<file path="src/sv/debounced_step_quadrature_counter_defines.svh">
// Assertion macros shared by the counter block.
`ifndef DEBOUNCED_STEP_QUADRATURE_COUNTER_DEFINES_SVH
`define DEBOUNCED_STEP_QUADRATURE_COUNTER_DEFINES_SVH

// Check that cons holds in the same cycle as ante.
`define DSQC_ASSERT_SAME(label, clk, rst_n, ante, cons) \
    label: assert property (@(posedge clk) disable iff (!rst_n) (ante) |-> (cons)) \
        else $error("dsqc same-cycle check failed");

// Check that cons holds in the cycle after ante.
`define DSQC_ASSERT_NEXT(label, clk, rst_n, ante, cons) \
    label: assert property (@(posedge clk) disable iff (!rst_n) (ante) |=> (cons)) \
        else $error("dsqc next-cycle check failed");

`endif

</file>
<file path="src/sv/dsqc_pkg.sv">
package dsqc_pkg;

    // Debounce history
    localparam int unsigned HIST_W = 13;
    localparam logic [HIST_W-1:0] HIST_FIRE = 13'h1000;
    localparam logic [HIST_W-1:0] HIST_RESET = '0;

    // Buttons that have an input bit
    localparam int unsigned RAW_BUTTONS = 3;

    // Step codes
    localparam logic [2:0] STEP_ONE  = 3'd1;
    localparam logic [2:0] STEP_TWO  = 3'd2;
    localparam logic [2:0] STEP_FOUR = 3'd4;

    // Encoder phase codes
    localparam logic [1:0] PHASE_IDLE = 2'b00;
    localparam logic [1:0] PHASE_UP   = 2'b01;
    localparam logic [1:0] PHASE_DOWN = 2'b10;

    localparam int unsigned COUNT_W = 10;

    typedef struct packed {
        logic [2:0] buttons_n;
        logic [1:0] enc_phase;
    } in_item_t;

    typedef struct packed {
        logic [COUNT_W-1:0] count;
        logic [2:0]         step;
    } out_item_t;

    function automatic logic [2:0] step_code(input int unsigned idx);
        logic [2:0] code;
        code = STEP_ONE;
        case (idx)
            0:       code = STEP_ONE;
            1:       code = STEP_TWO;
            2:       code = STEP_FOUR;
            default: code = STEP_ONE;
        endcase
        return code;
    endfunction

endpackage

</file>
<file path="src/sv/dsqc_debounce.sv">
module dsqc_debounce #(
    parameter int unsigned NUM_BUTTONS = 3
) (
    input  logic       clk,
    input  logic       rst_n,
    input  logic       advance,
    input  logic [2:0] buttons_n,
    output logic [2:0] step_next
);

    localparam int unsigned USED =
        (NUM_BUTTONS < dsqc_pkg::RAW_BUTTONS) ? NUM_BUTTONS : dsqc_pkg::RAW_BUTTONS;

    logic [dsqc_pkg::HIST_W-1:0] hist_reg  [NUM_BUTTONS];
    logic [dsqc_pkg::HIST_W-1:0] hist_next [NUM_BUTTONS];
    logic [NUM_BUTTONS-1:0]      fire;
    logic [2:0]                  step_reg;

    genvar g;
    generate
        for (g = 0; g < NUM_BUTTONS; g++)
        begin : g_btn
            logic released;
            if (g < dsqc_pkg::RAW_BUTTONS)
            begin : g_raw
                assign released = buttons_n[g];
            end
            else
            begin : g_none
                // No input bit: the button reads as pressed.
                assign released = 1'b0;
            end

            assign hist_next[g] = {hist_reg[g][dsqc_pkg::HIST_W-2:0], released};
            assign fire[g]      = (hist_next[g] == dsqc_pkg::HIST_FIRE);

            always_ff @(posedge clk or negedge rst_n)
            begin
                if (!rst_n)
                    hist_reg[g] <= dsqc_pkg::HIST_RESET;
                else if (advance)
                    hist_reg[g] <= hist_next[g];
            end
        end
    endgenerate

    // Higher button wins: scan upward, last hit holds.
    always_comb
    begin
        step_next = step_reg;
        for (int unsigned i = 0; i < USED; i++)
        begin
            if (fire[i])
                step_next = dsqc_pkg::step_code(i);
        end
    end

    always_ff @(posedge clk or negedge rst_n)
    begin
        if (!rst_n)
            step_reg <= dsqc_pkg::STEP_ONE;
        else if (advance)
            step_reg <= step_next;
    end

endmodule

</file>
<file path="src/sv/dsqc_count.sv">
module dsqc_count #(
    parameter int unsigned COUNT_LIMIT = 1023
) (
    input  logic                clk,
    input  logic                rst_n,
    input  logic                advance,
    input  logic [1:0]          enc_phase,
    input  logic [2:0]          step_next,
    output dsqc_pkg::out_item_t result
);

    localparam int unsigned CNT_W = $clog2(COUNT_LIMIT + 1);
    localparam int unsigned SUM_W = CNT_W + 2;
    localparam logic signed [SUM_W-1:0] LIMIT_S = SUM_W'(COUNT_LIMIT);

    logic [CNT_W-1:0]        pos_reg;
    logic [CNT_W-1:0]        pos_next;
    logic [1:0]              phase_reg;
    logic signed [SUM_W-1:0] base;
    logic signed [SUM_W-1:0] delta;
    logic signed [SUM_W-1:0] sum;
    logic signed [SUM_W-1:0] wrapped;
    logic [CNT_W+dsqc_pkg::COUNT_W-1:0] pos_wide;

    assign base  = signed'({2'b00, pos_reg});
    assign delta = signed'({{(SUM_W-3){1'b0}}, step_next});

    always_comb
    begin
        sum = base;
        if (phase_reg == dsqc_pkg::PHASE_IDLE)
        begin
            if (enc_phase == dsqc_pkg::PHASE_UP)
                sum = base + delta;
            else if (enc_phase == dsqc_pkg::PHASE_DOWN)
                sum = base - delta;
        end

        // Wrap: drop the limit once above it, jump to the limit below zero.
        wrapped = sum;
        if (sum > LIMIT_S)
            wrapped = sum - LIMIT_S;
        else if (sum < 0)
            wrapped = LIMIT_S;

        pos_next = wrapped[CNT_W-1:0];
    end

    always_ff @(posedge clk or negedge rst_n)
    begin
        if (!rst_n)
        begin
            pos_reg   <= '0;
            phase_reg <= dsqc_pkg::PHASE_IDLE;
        end
        else if (advance)
        begin
            pos_reg   <= pos_next;
            phase_reg <= enc_phase;
        end
    end

    assign pos_wide     = {{dsqc_pkg::COUNT_W{1'b0}}, pos_next};
    assign result.count = pos_wide[dsqc_pkg::COUNT_W-1:0];
    assign result.step  = step_next;

endmodule

</file>
<file path="src/sv/debounced_step_quadrature_counter.sv">
// Each accepted sample passes from the input register into the result register at out_data.
// Throughput: one item per cycle unless out_ready stalls; the input and result registers
// form a two-stage pipe, and the debounce, step and count state all update in the single pass
// between them. Reset (rst_n low, asynchronous): both stages empty, histories cleared,
// step 1, count 0, last phase 00.
`include "debounced_step_quadrature_counter_defines.svh"

module debounced_step_quadrature_counter #(
    parameter int unsigned NUM_BUTTONS = 3,
    parameter int unsigned COUNT_LIMIT = 1023
) (
    input  logic                clk,
    input  logic                rst_n,
    input  logic                in_valid,
    output logic                in_ready,
    input  dsqc_pkg::in_item_t  in_data,
    output logic                out_valid,
    input  logic                out_ready,
    output dsqc_pkg::out_item_t out_data
);

    // Input stage: one tick sample waiting to be worked.
    logic                in_valid_reg;
    logic                in_valid_next;
    dsqc_pkg::in_item_t  in_reg;

    // Result stage: holds the finished result until the downstream transfer.
    logic                out_valid_reg;
    logic                out_valid_next;
    dsqc_pkg::out_item_t out_reg;

    logic                advance;
    logic [2:0]          step_next;
    dsqc_pkg::out_item_t result;
    logic                step_legal;

    // Advance the sample into the result stage when that stage is free or draining.
    // All debounce, step, count and result state commits on this same condition, so a stalled result
    // never lets the counter run ahead.
    assign advance  = in_valid_reg && (!out_valid_reg || out_ready);
    assign in_ready = !in_valid_reg || advance;

    assign in_valid_next  = in_ready ? in_valid : in_valid_reg;
    assign out_valid_next = advance ? 1'b1 : (out_ready ? 1'b0 : out_valid_reg);

    always_ff @(posedge clk or negedge rst_n)
    begin
        if (!rst_n)
        begin
            in_valid_reg  <= 1'b0;
            out_valid_reg <= 1'b0;
        end
        else
        begin
            in_valid_reg  <= in_valid_next;
            out_valid_reg <= out_valid_next;
        end
    end

    // Payload registers: capture on transfer or advance, otherwise hold.
    always_ff @(posedge clk)
    begin
        if (in_valid && in_ready)
            in_reg <= in_data;
        if (advance)
            out_reg <= result;
    end

    // Debounce bank and step select.
    dsqc_debounce #(
        .NUM_BUTTONS (NUM_BUTTONS)
    ) u_debounce (
        .clk       (clk),
        .rst_n     (rst_n),
        .advance   (advance),
        .buttons_n (in_reg.buttons_n),
        .step_next (step_next)
    );

    // Phase decode, count update and wrap.
    dsqc_count #(
        .COUNT_LIMIT (COUNT_LIMIT)
    ) u_count (
        .clk       (clk),
        .rst_n     (rst_n),
        .advance   (advance),
        .enc_phase (in_reg.enc_phase),
        .step_next (step_next),
        .result    (result)
    );

    assign out_valid = out_valid_reg;
    assign out_data  = out_reg;

    assign step_legal = (out_reg.step == dsqc_pkg::STEP_ONE)
                     || (out_reg.step == dsqc_pkg::STEP_TWO)
                     || (out_reg.step == dsqc_pkg::STEP_FOUR);

    // A sample that moves on always yields a result in the next cycle.
    `DSQC_ASSERT_NEXT(a_advance_gives_result, clk, rst_n, advance, out_valid_reg)
    // A sample that cannot move stays in the input stage.
    `DSQC_ASSERT_NEXT(a_hold_input, clk, rst_n, in_valid_reg && !advance, in_valid_reg)
    // The reported step is always one of the three legal sizes.
    `DSQC_ASSERT_SAME(a_step_legal, clk, rst_n, out_valid_reg, step_legal)
    // The reported count never exceeds the limit.
    `DSQC_ASSERT_SAME(a_count_range, clk, rst_n, out_valid_reg, 32'(out_reg.count) <= COUNT_LIMIT)

endmodule
</file>
<file path="config.mk">
export PLATFORM = sky130hd
export DESIGN_NAME = debounced_step_quadrature_counter
export DESIGN_NICKNAME = d
export VERILOG_FILES = /design/src/sv/dsqc_pkg.sv /design/src/sv/dsqc_debounce.sv /design/src/sv/dsqc_count.sv /design/src/sv/debounced_step_quadrature_counter.sv
export VERILOG_INCLUDE_DIRS = /design/src /design/src/sv
export SDC_FILE = /design/constraint.sdc
export NUM_CORES = 1
export LEC_CHECK = 0
export ABC_AREA = 1
export BUFFER_PORTS_ARGS = -buffer_cell sky130_fd_sc_hd__buf_2
export CELL_PAD_IN_SITES_DETAIL_PLACEMENT = 1
export CELL_PAD_IN_SITES_GLOBAL_PLACEMENT = 2
export CORE_AREA = 2 2 97 99
export CTS_BUF_LIST = sky130_fd_sc_hd__clkbuf_4 sky130_fd_sc_hd__clkbuf_8
export CTS_CLUSTER_SIZE = 28
export DETAILED_ROUTE_END_ITERATION = 8
export DIE_AREA = 0 0 99 101
export HOLD_SLACK_MARGIN = 0.1
export PLACE_DENSITY = 0.9
export REMOVE_ABC_BUFFERS = 1
export SYNTH_ARGS = -nofsm -noshare
export SYNTH_HDL_FRONTEND = slang
export SYNTH_SLANG_ARGS = --single-unit
</file>
<file path="constraint.sdc">
create_clock -name clk -period 4.7 [get_ports clk]
set_input_delay 0.705 -clock clk [delete_from_list [all_inputs] [get_ports clk]]
set_output_delay 0.705 -clock clk [all_outputs]
set_load 0.03 [all_outputs]
</file>
==> results.py, run 1 <==
metrics = {
    "cts": {
        "post_cts_buffers": 0,
        "ctsResizeCount": 0,
        "cts_tree": "yes",
        "hold_buffers": 0,
        "cts.path.max_buffers": 2,
        "cts_buffers": 9,
        "clk_latency_ps": 350,
        "clock_sinks": 71,
        "clkSlewWorstSetupHoldPaths_ps": 90,
        "cts_htree_levels": 3,
        "cts-root-buf": "clkbuf_8",
    },
    "floorplanning": {
        "ios": 24,
        "core_area_sq_mm": 0.00898,
        "num_rows": 35,
        "initial_utilization_pct": 38.8,
        "dieArea_sq_mm": 0.0100,
        "die_w_microns": 99,
        "fp.dieH_microns": 101,
    },
    "cells_and_area": {
        "final_cells": 570,
        "nFillCells": 1094,
        "layout-drive-gt1-share_pct": 12.0,
        "finalNetCount": 472,
        "insertedDiodeCount": 0,
        "area_delta_synth_final_pct": 13.1,
        "largest_register_ffs": 36,
        "final_area_sq_mm": 0.00394,
    },
    "grt": {
        "grt_pass1_vias": 2954,
        "gr-max-usage-layer": "met2",
        "met3_usage_pct": 4.23,
        "grt.met2_usage_pct": 31.3,
        "met1_usage_pct": 20.9,
        "overflow": 0,
        "grt_pass1_wl_mm": 13.8,
        "grt_max_degree": 81,
        "track_usage_pct": 17.4,
        "antenna_found_initial": 0,
    },
    "yosys": {
        "yosysUniqueCellTypes": 28,
        "synth_cells": 429,
        "ys_async_sr_fraction_pct": 74.6,
        "syn_area_sq_mm": 0.00348,
        "ys_seq_area_share_pct": 53.6,
        "synth_warnings": 0,
        "ys.flop_type": "dfrtp_1",
        "synth_edf_count": 18,
        "avgSynthCellArea_sq_um": 8.12,
        "synth-seq-cells": 71,
    },
    "sta": {
        "post-route-period-util_pct": 62.5,
        "worst_slack_ps": 1760,
        "setup_viol_count_final": 0,
        "clock.fmax_mhz": 340,
        "fin_skew_ps": 10.8,
        "setup_tns_ps": 0,
        "drv_slew": 0,
        "hold_violations": 0,
        "worst_slew_pin_slew_ps": 798,
        "slew-limit-headroom_pct": 46.6,
        "timing.final.crit_period_ps": 2940,
        "rsz0062_at_grt": "no",
    },
    "route": {
        "wl_per_cell_microns": 13.9,
        "drtIter0Drc": 115,
        "drtAntennaViolNets": 0,
        "drtPass1Iterations": 4,
        "viasPerCell": 4.85,
        "drc": 0,
        "routed_wl_mm": 7.91,
        "vias": 2765,
    },
    "critical_path": {
        "critPathMaxFanout": 4,
        "startpoint_type": "register",
        "worst_setup_path_end_kind": "register",
        "required_ps": 4790,
        "worst_r2r_path_depth": 19,
        "arrival_ps": 3030,
        "criticalPathCategory": "reg -> reg",
    },
    "flow_run": {
        "drv_cap": 0,
    },
    "outcome": {
        "outcome": "finished, final reports clean",
    },
    "placed_design": {
        "numPortBuffers": 23,
        "pre_cts_ws_ps": 1750,
        "placed_area_sq_mm": 0.00372,
        "dp.cells": 554,
        "globalplace.congestion": 0.847,
        "place_hpwl_mm": 5.63,
    },
    "hold_path": {
        "min_path_type": "in -> async",
    },
    "power_and_ir_drop": {
        "p_per_area_mw_per_mm2": 620,
        "ir_drop_mv": 0.273,
        "power_leakage_nw": 1.99,
    },
}
layer usage:
metal | part of all wire [%] | routed length [microns] | up-vias
met1 | 47 | 3710 | 1325
li1 | - | - | 1404
met5 | 0 | 0 | -
met2 | 50 | 3930 | 28
met3 | 2.5 | 200 | 8
met4 | 0.91 | 72 | 0
worst paths after layout:
path                                                   endpoint  slack [ps]                                  from
hold reg to reg              u_debounce.step_reg[0]$_DFFE_PN1P_         480    u_debounce.step_reg[0]$_DFFE_PN1P_
hold / removal             u_debounce.hist_next[24]$_DFFE_PN0P_         480                                 rst_n
min in group clk             u_debounce.step_reg[0]$_DFFE_PN1P_         480    u_debounce.step_reg[0]$_DFFE_PN1P_
setup reg to reg                          out_data[5]$_DFFE_PP_        1760  u_debounce.hist_next[29]$_DFFE_PN0P_
max in group asynchronous        u_count.pos_reg[0]$_DFFE_PN0P_        3760                                 rst_n
setup / recovery                          out_data[5]$_DFFE_PP_        1760  u_debounce.hist_next[29]$_DFFE_PN0P_
report_power, final:
| part | total (mW) | switching, mW | internal (mW) |
|---|---|---|---|
| clock network | 0.552 | 0.243 | 0.308 |
| registers | 1.03 | 0.156 | 0.878 |
| logic | 0.858 | 0.576 | 0.282 |
cells in the mapped netlist (4+ instances only):
master | count | area, sq um
inv_2 | 5 | 18.8
inv_1 | 58 | 218
o21ai_1 | 7 | 35.0
nand3_1 | 29 | 145
nor3_1 | 4 | 20.0
nand2_1 | 151 | 567
a21oi_1 | 4 | 20.0
nand4_1 | 12 | 75.1
ha_1 | 7 | 87.6
nor2_1 | 19 | 71.3
o21ai_0 | 35 | 175
dfrtp_1 | 52 | 1300
clkbuf_1 | 9 | 33.8
edfxtp_1 | 18 | 541
layout make-up:
| class | instances | area (sq um) | share of cell area [%] |
|---|---|---|---|
| Sequential cell | 71 | 1870 | 47.4 |
| Clock inverter | 6 | 93.8 | 2.38 |
| Inverter | 63 | 236 | 6.00 |
| Tap cell | 111 | 139 | 3.52 |
| Timing Repair Buffer | 26 | 138 | 3.49 |
| Clock buffer | 10 | 131 | 3.33 |
| Multi-Input combinational cell | 283 | 1340 | 33.9 |
worst max-delay path, stage by stage (launching register included):
cell	delay [ps]
dfrtp_1	350
inv_1	60
nand4_1	90
nor2_1	50
nand2_1	100
inv_1	50
or2_2	280
and3_1	180
ha_1	240
fa_1	410
nand2_1	110
nand2_1	100
nand3_1	110
inv_1	70
nand2_1	130
nand2_2	100
nand2_1	70
nand2_1	50
nand2_1	50
nand2_1	60
metrics by stage:
stage | hold slack, ps | power, mW | util, %
3_3_place_gp | 456 | 1.87 | 41.4
3_5_place_dp | 468 | 1.92 | 41.4
6_report | 483 | 2.44 | 43.9
5_1_grt | 495 | 2.67 | 43.9
4_1_cts | 481 | 2.49 | 43.9
2_1_floorplan | 409 | 1.65 | -
logic make-up after synthesis:
logic type,synth area share (%)
flip-flops,53.6
AND/OR/NAND/NOR,27.0
buffers and inverters,8.15
adder cells (fa/ha/maj),3.66
AO/OA/AOI/OAI,7.07
XOR/XNOR,0.503
cell usage in the layout (no fill, tap or decap), drive strengths merged:
cell type	synthesis	routed
a21boi	1	1
a21oi	4	4
and3	1	1
buf	3	26
bufinv	0	2
clkbuf	9	10
clkinv	0	2
clkinvlp	0	1
dfrtp	52	52
dfstp	1	1
edfxtp	18	18
fa	2	2
ha	7	7
inv	63	64
nand2	153	153
nand3	29	29
nand3b	1	1
nand4	12	12
nor2	22	22
nor3	4	4
nor4	1	1
o21ai	42	42
o22a	1	1
or2	1	1
xor2	2	2
Power figures use the tool's default switching activity.
==> run 2, diff against run 1 <==
--- a/config.mk
+++ b/config.mk
@@ -10,13 +10,13 @@
 export BUFFER_PORTS_ARGS = -buffer_cell sky130_fd_sc_hd__buf_2
 export CELL_PAD_IN_SITES_DETAIL_PLACEMENT = 1
 export CELL_PAD_IN_SITES_GLOBAL_PLACEMENT = 2
-export CORE_AREA = 2 2 97 99
+export CORE_AREA = 2 2 105 107
 export CTS_BUF_LIST = sky130_fd_sc_hd__clkbuf_4 sky130_fd_sc_hd__clkbuf_8
 export CTS_CLUSTER_SIZE = 28
 export DETAILED_ROUTE_END_ITERATION = 8
-export DIE_AREA = 0 0 99 101
+export DIE_AREA = 0 0 107 109
 export HOLD_SLACK_MARGIN = 0.1
-export PLACE_DENSITY = 0.9
+export PLACE_DENSITY = 0.82
 export REMOVE_ABC_BUFFERS = 1
 export SYNTH_ARGS = -nofsm -noshare
 export SYNTH_HDL_FRONTEND = slang
==> constraint.sdc (replaced) <==
create_clock -name clk -period 2.6 [get_ports clk]
set_input_delay 0.39 -clock clk [delete_from_list [all_inputs] [get_ports clk]]
set_output_delay 0.39 -clock clk [all_outputs]
set_load 0.03 [all_outputs]
==> run 2 against run 1 <==
Against the previous run: the run now ends with setup timing left; clock skew fell by 3.4 ps; first-iteration DRC count fell by 41%; via count rose by 7.0%; clock-buffer cell count did not move; global-route usage fell by 0.88 points; non-clock buffer count rose by 42; maximum frequency rose by 5.3%; critical path depth fell by 3; combinational power rose by 140%; largest cell class unchanged; highest routed layer unchanged.
==> results.py, run 2 (same netlist as run 1, synthesis figures left out) <==
metrics = {
    "power_and_ir_drop": {
        "combPwrFrac_pct": 42.7,
        "power_leakage_nw": 2.18,
        "p_per_area_mw_per_mm2": 1090,
        "swShare_pct": 40.2,
        "clockPowerShare_pct": 18.8,
        "internal_power_mw": 2.91,
        "ir_drop_mv": 0.400,
        "pwr-share-seq_pct": 38.5,
        "power_switching_mw": 1.96,
    },
    "grt": {
        "antenna_found_initial": 0,
        "grt_pass1_wl_mm": 15.2,
        "grt_pass1_vias": 3201,
        "overflow": 0,
        "track_usage_pct": 16.5,
        "grt_max_degree": 30,
    },
    "route": {
        "wl_per_cell_microns": 13.5,
        "drc": 0,
        "viasPerCell": 4.62,
        "routed_wl_mm": 8.69,
        "drtPass1Iterations": 4,
        "drtAntennaViolNets": 0,
        "drtIter0Drc": 68,
        "vias": 2959,
    },
    "cts": {
        "cts-root-buf": "clkbuf_8",
        "clk_latency_ps": 340,
        "clkSlewWorstSetupHoldPaths_ps": 80,
        "clock_sinks": 71,
        "cts.path.max_buffers": 2,
        "cts_buffers": 9,
        "cts_tree": "yes",
        "cts_htree_levels": 3,
    },
    "placed_design": {
        "globalplace.congestion": 0.863,
        "placed_area_sq_mm": 0.00397,
        "pre_cts_ws_ps": -291,
        "place_hpwl_mm": 6.20,
        "dp.cells": 612,
        "numPortBuffers": 23,
    },
    "cells_and_area": {
        "finalNetCount": 514,
        "mostFrequentLayoutCells": "135 x nand2_1, 52 x inv_1, 52 x dfrtp_1, 40 x buf_4, 35 x o21ai_0",
        "area_delta_synth_final_pct": 28.1,
        "layout-drive-gt1-share_pct": 27.5,
        "area.sequential_sq_mm": 0.00187,
        "layout_commonest_cell": "nand2_1",
        "final_cells": 641,
        "largest_register_ffs": 36,
        "final_area_sq_mm": 0.00446,
        "insertedDiodeCount": 0,
        "nFillCells": 1285,
        "multi_input_area_sq_mm": 0.00151,
    },
    "sta": {
        "fin_skew_ps": 7.40,
        "slew-limit-headroom_pct": 67.1,
        "setup_tns_ps": -1130,
        "timing.final.crit_period_ps": 2790,
        "worst_slew_pin_slew_ps": 491,
        "clock.fmax_mhz": 358,
        "hold_violations": 0,
        "post-route-period-util_pct": 107,
        "drv_slew": 0,
        "setup_viol_count_final": 17,
        "worst_slack_ps": -191,
        "rsz0062_at_grt": "yes",
    },
    "hold_path": {
        "min_path_type": "in -> reg",
    },
    "critical_path": {
        "arrival_ps": 2890,
        "criticalPathCategory": "reg -> reg",
        "startpoint_type": "register",
        "critPathBufInv": 3,
        "crit_path_max_incr_delay_ps": 520,
        "cp_top_family": "simple AND/OR/NAND/NOR gates",
        "worst_setup_path_end_kind": "register",
        "required_ps": 2690,
        "critPathMaxFanout": 3,
        "cp_common_cell": "nand2_1",
        "cpMaxStageDelayCell": "fa_2",
        "crit_chain": "inv_1 > nand4_1 > nor2_1 > nand2_1 > inv_1 > or2_4 > and3_4 > ha_4 > inv_4 > fa_2 > nand3_2 > nand2_1 > nand2_1 > nand2_2 > ha_4 > o22a_1",
    },
    "floorplanning": {
        "ios": 24,
        "initial_utilization_pct": 32.9,
        "dieArea_sq_mm": 0.0117,
        "fp.dieH_microns": 109,
        "die_w_microns": 107,
        "core_area_sq_mm": 0.0106,
        "num_rows": 38,
    },
    "outcome": {
        "violations": "setup timing",
        "outcome": "finished, violations left",
    },
    "flow_run": {
        "drv_cap": 0,
    },
}
run 2: final cells by class:
type,instances,area share [%]
Sequential cell,71,41.9
Multi-Input combinational cell,283,33.9
Timing Repair Buffer,68,10.5
Inverter,63,5.35
Tap cell,140,3.92
Clock buffer,10,2.94
Clock inverter,6,1.51
run 2: worst paths after layout:
check	endpoint	cells past startpoint	startpoint	slack, ps
min reg2reg	u_debounce.step_reg[0]$_DFFE_PN1P_	2	u_debounce.step_reg[0]$_DFFE_PN1P_	480
min in group asynchronous	u_debounce.hist_next[25]$_DFFE_PN0P_	2	rst_n	530
min	in_reg[2]$_DFFE_PP_	1	in_data[2]	220
max in group asynchronous	u_debounce.step_reg[0]$_DFFE_PN1P_	3	rst_n	1380
max reg2reg	out_data[4]$_DFFE_PP_	16	u_debounce.hist_next[28]$_DFFE_PN0P_	-190
max	out_data[4]$_DFFE_PP_	16	u_debounce.hist_next[28]$_DFFE_PN0P_	-190
run 2: metrics by stage:
| stage | hold slack (ps) | util (%) | power, mW |
|---|---|---|---|
| finish | 215 | 42.1 | 4.87 |
| global route | 194 | 42.1 | 5.32 |
| CTS | 191 | 40.8 | 4.79 |
| detailed placement | 381 | 37.4 | 3.67 |
| global placement | 372 | 37.4 | 3.59 |
| floorplan | 94.4 | - | 2.99 |
run 2: power by group through the flow:
stage                     Combinational, mW  Clock, mW  Sequential [mW]
after floorplan                        1.05          0             1.94
final                                  2.08      0.913             1.88
after CTS                              1.96      0.954             1.88
after global placement                 1.72          0             1.87
after detailed placement               1.79          0             1.89
after global routing                   2.40      0.985             1.94
run 2: layer usage:
metal / global-route usage (%) / routed length, microns
met4: 4.82 / 101
met2: 28.5 / 4300
met1: 20.6 / 4080
met5: 0 / 0
met3: 3.95 / 205
run 2: what timing repair did:
item,4_1_cts,5_1_grt
hold buffers,1,0
buffers inserted,6,6
hold endpoints to repair,17,0
resized for setup,26,28
pin swaps,14,21
endpoints found under the setup margin,18,20
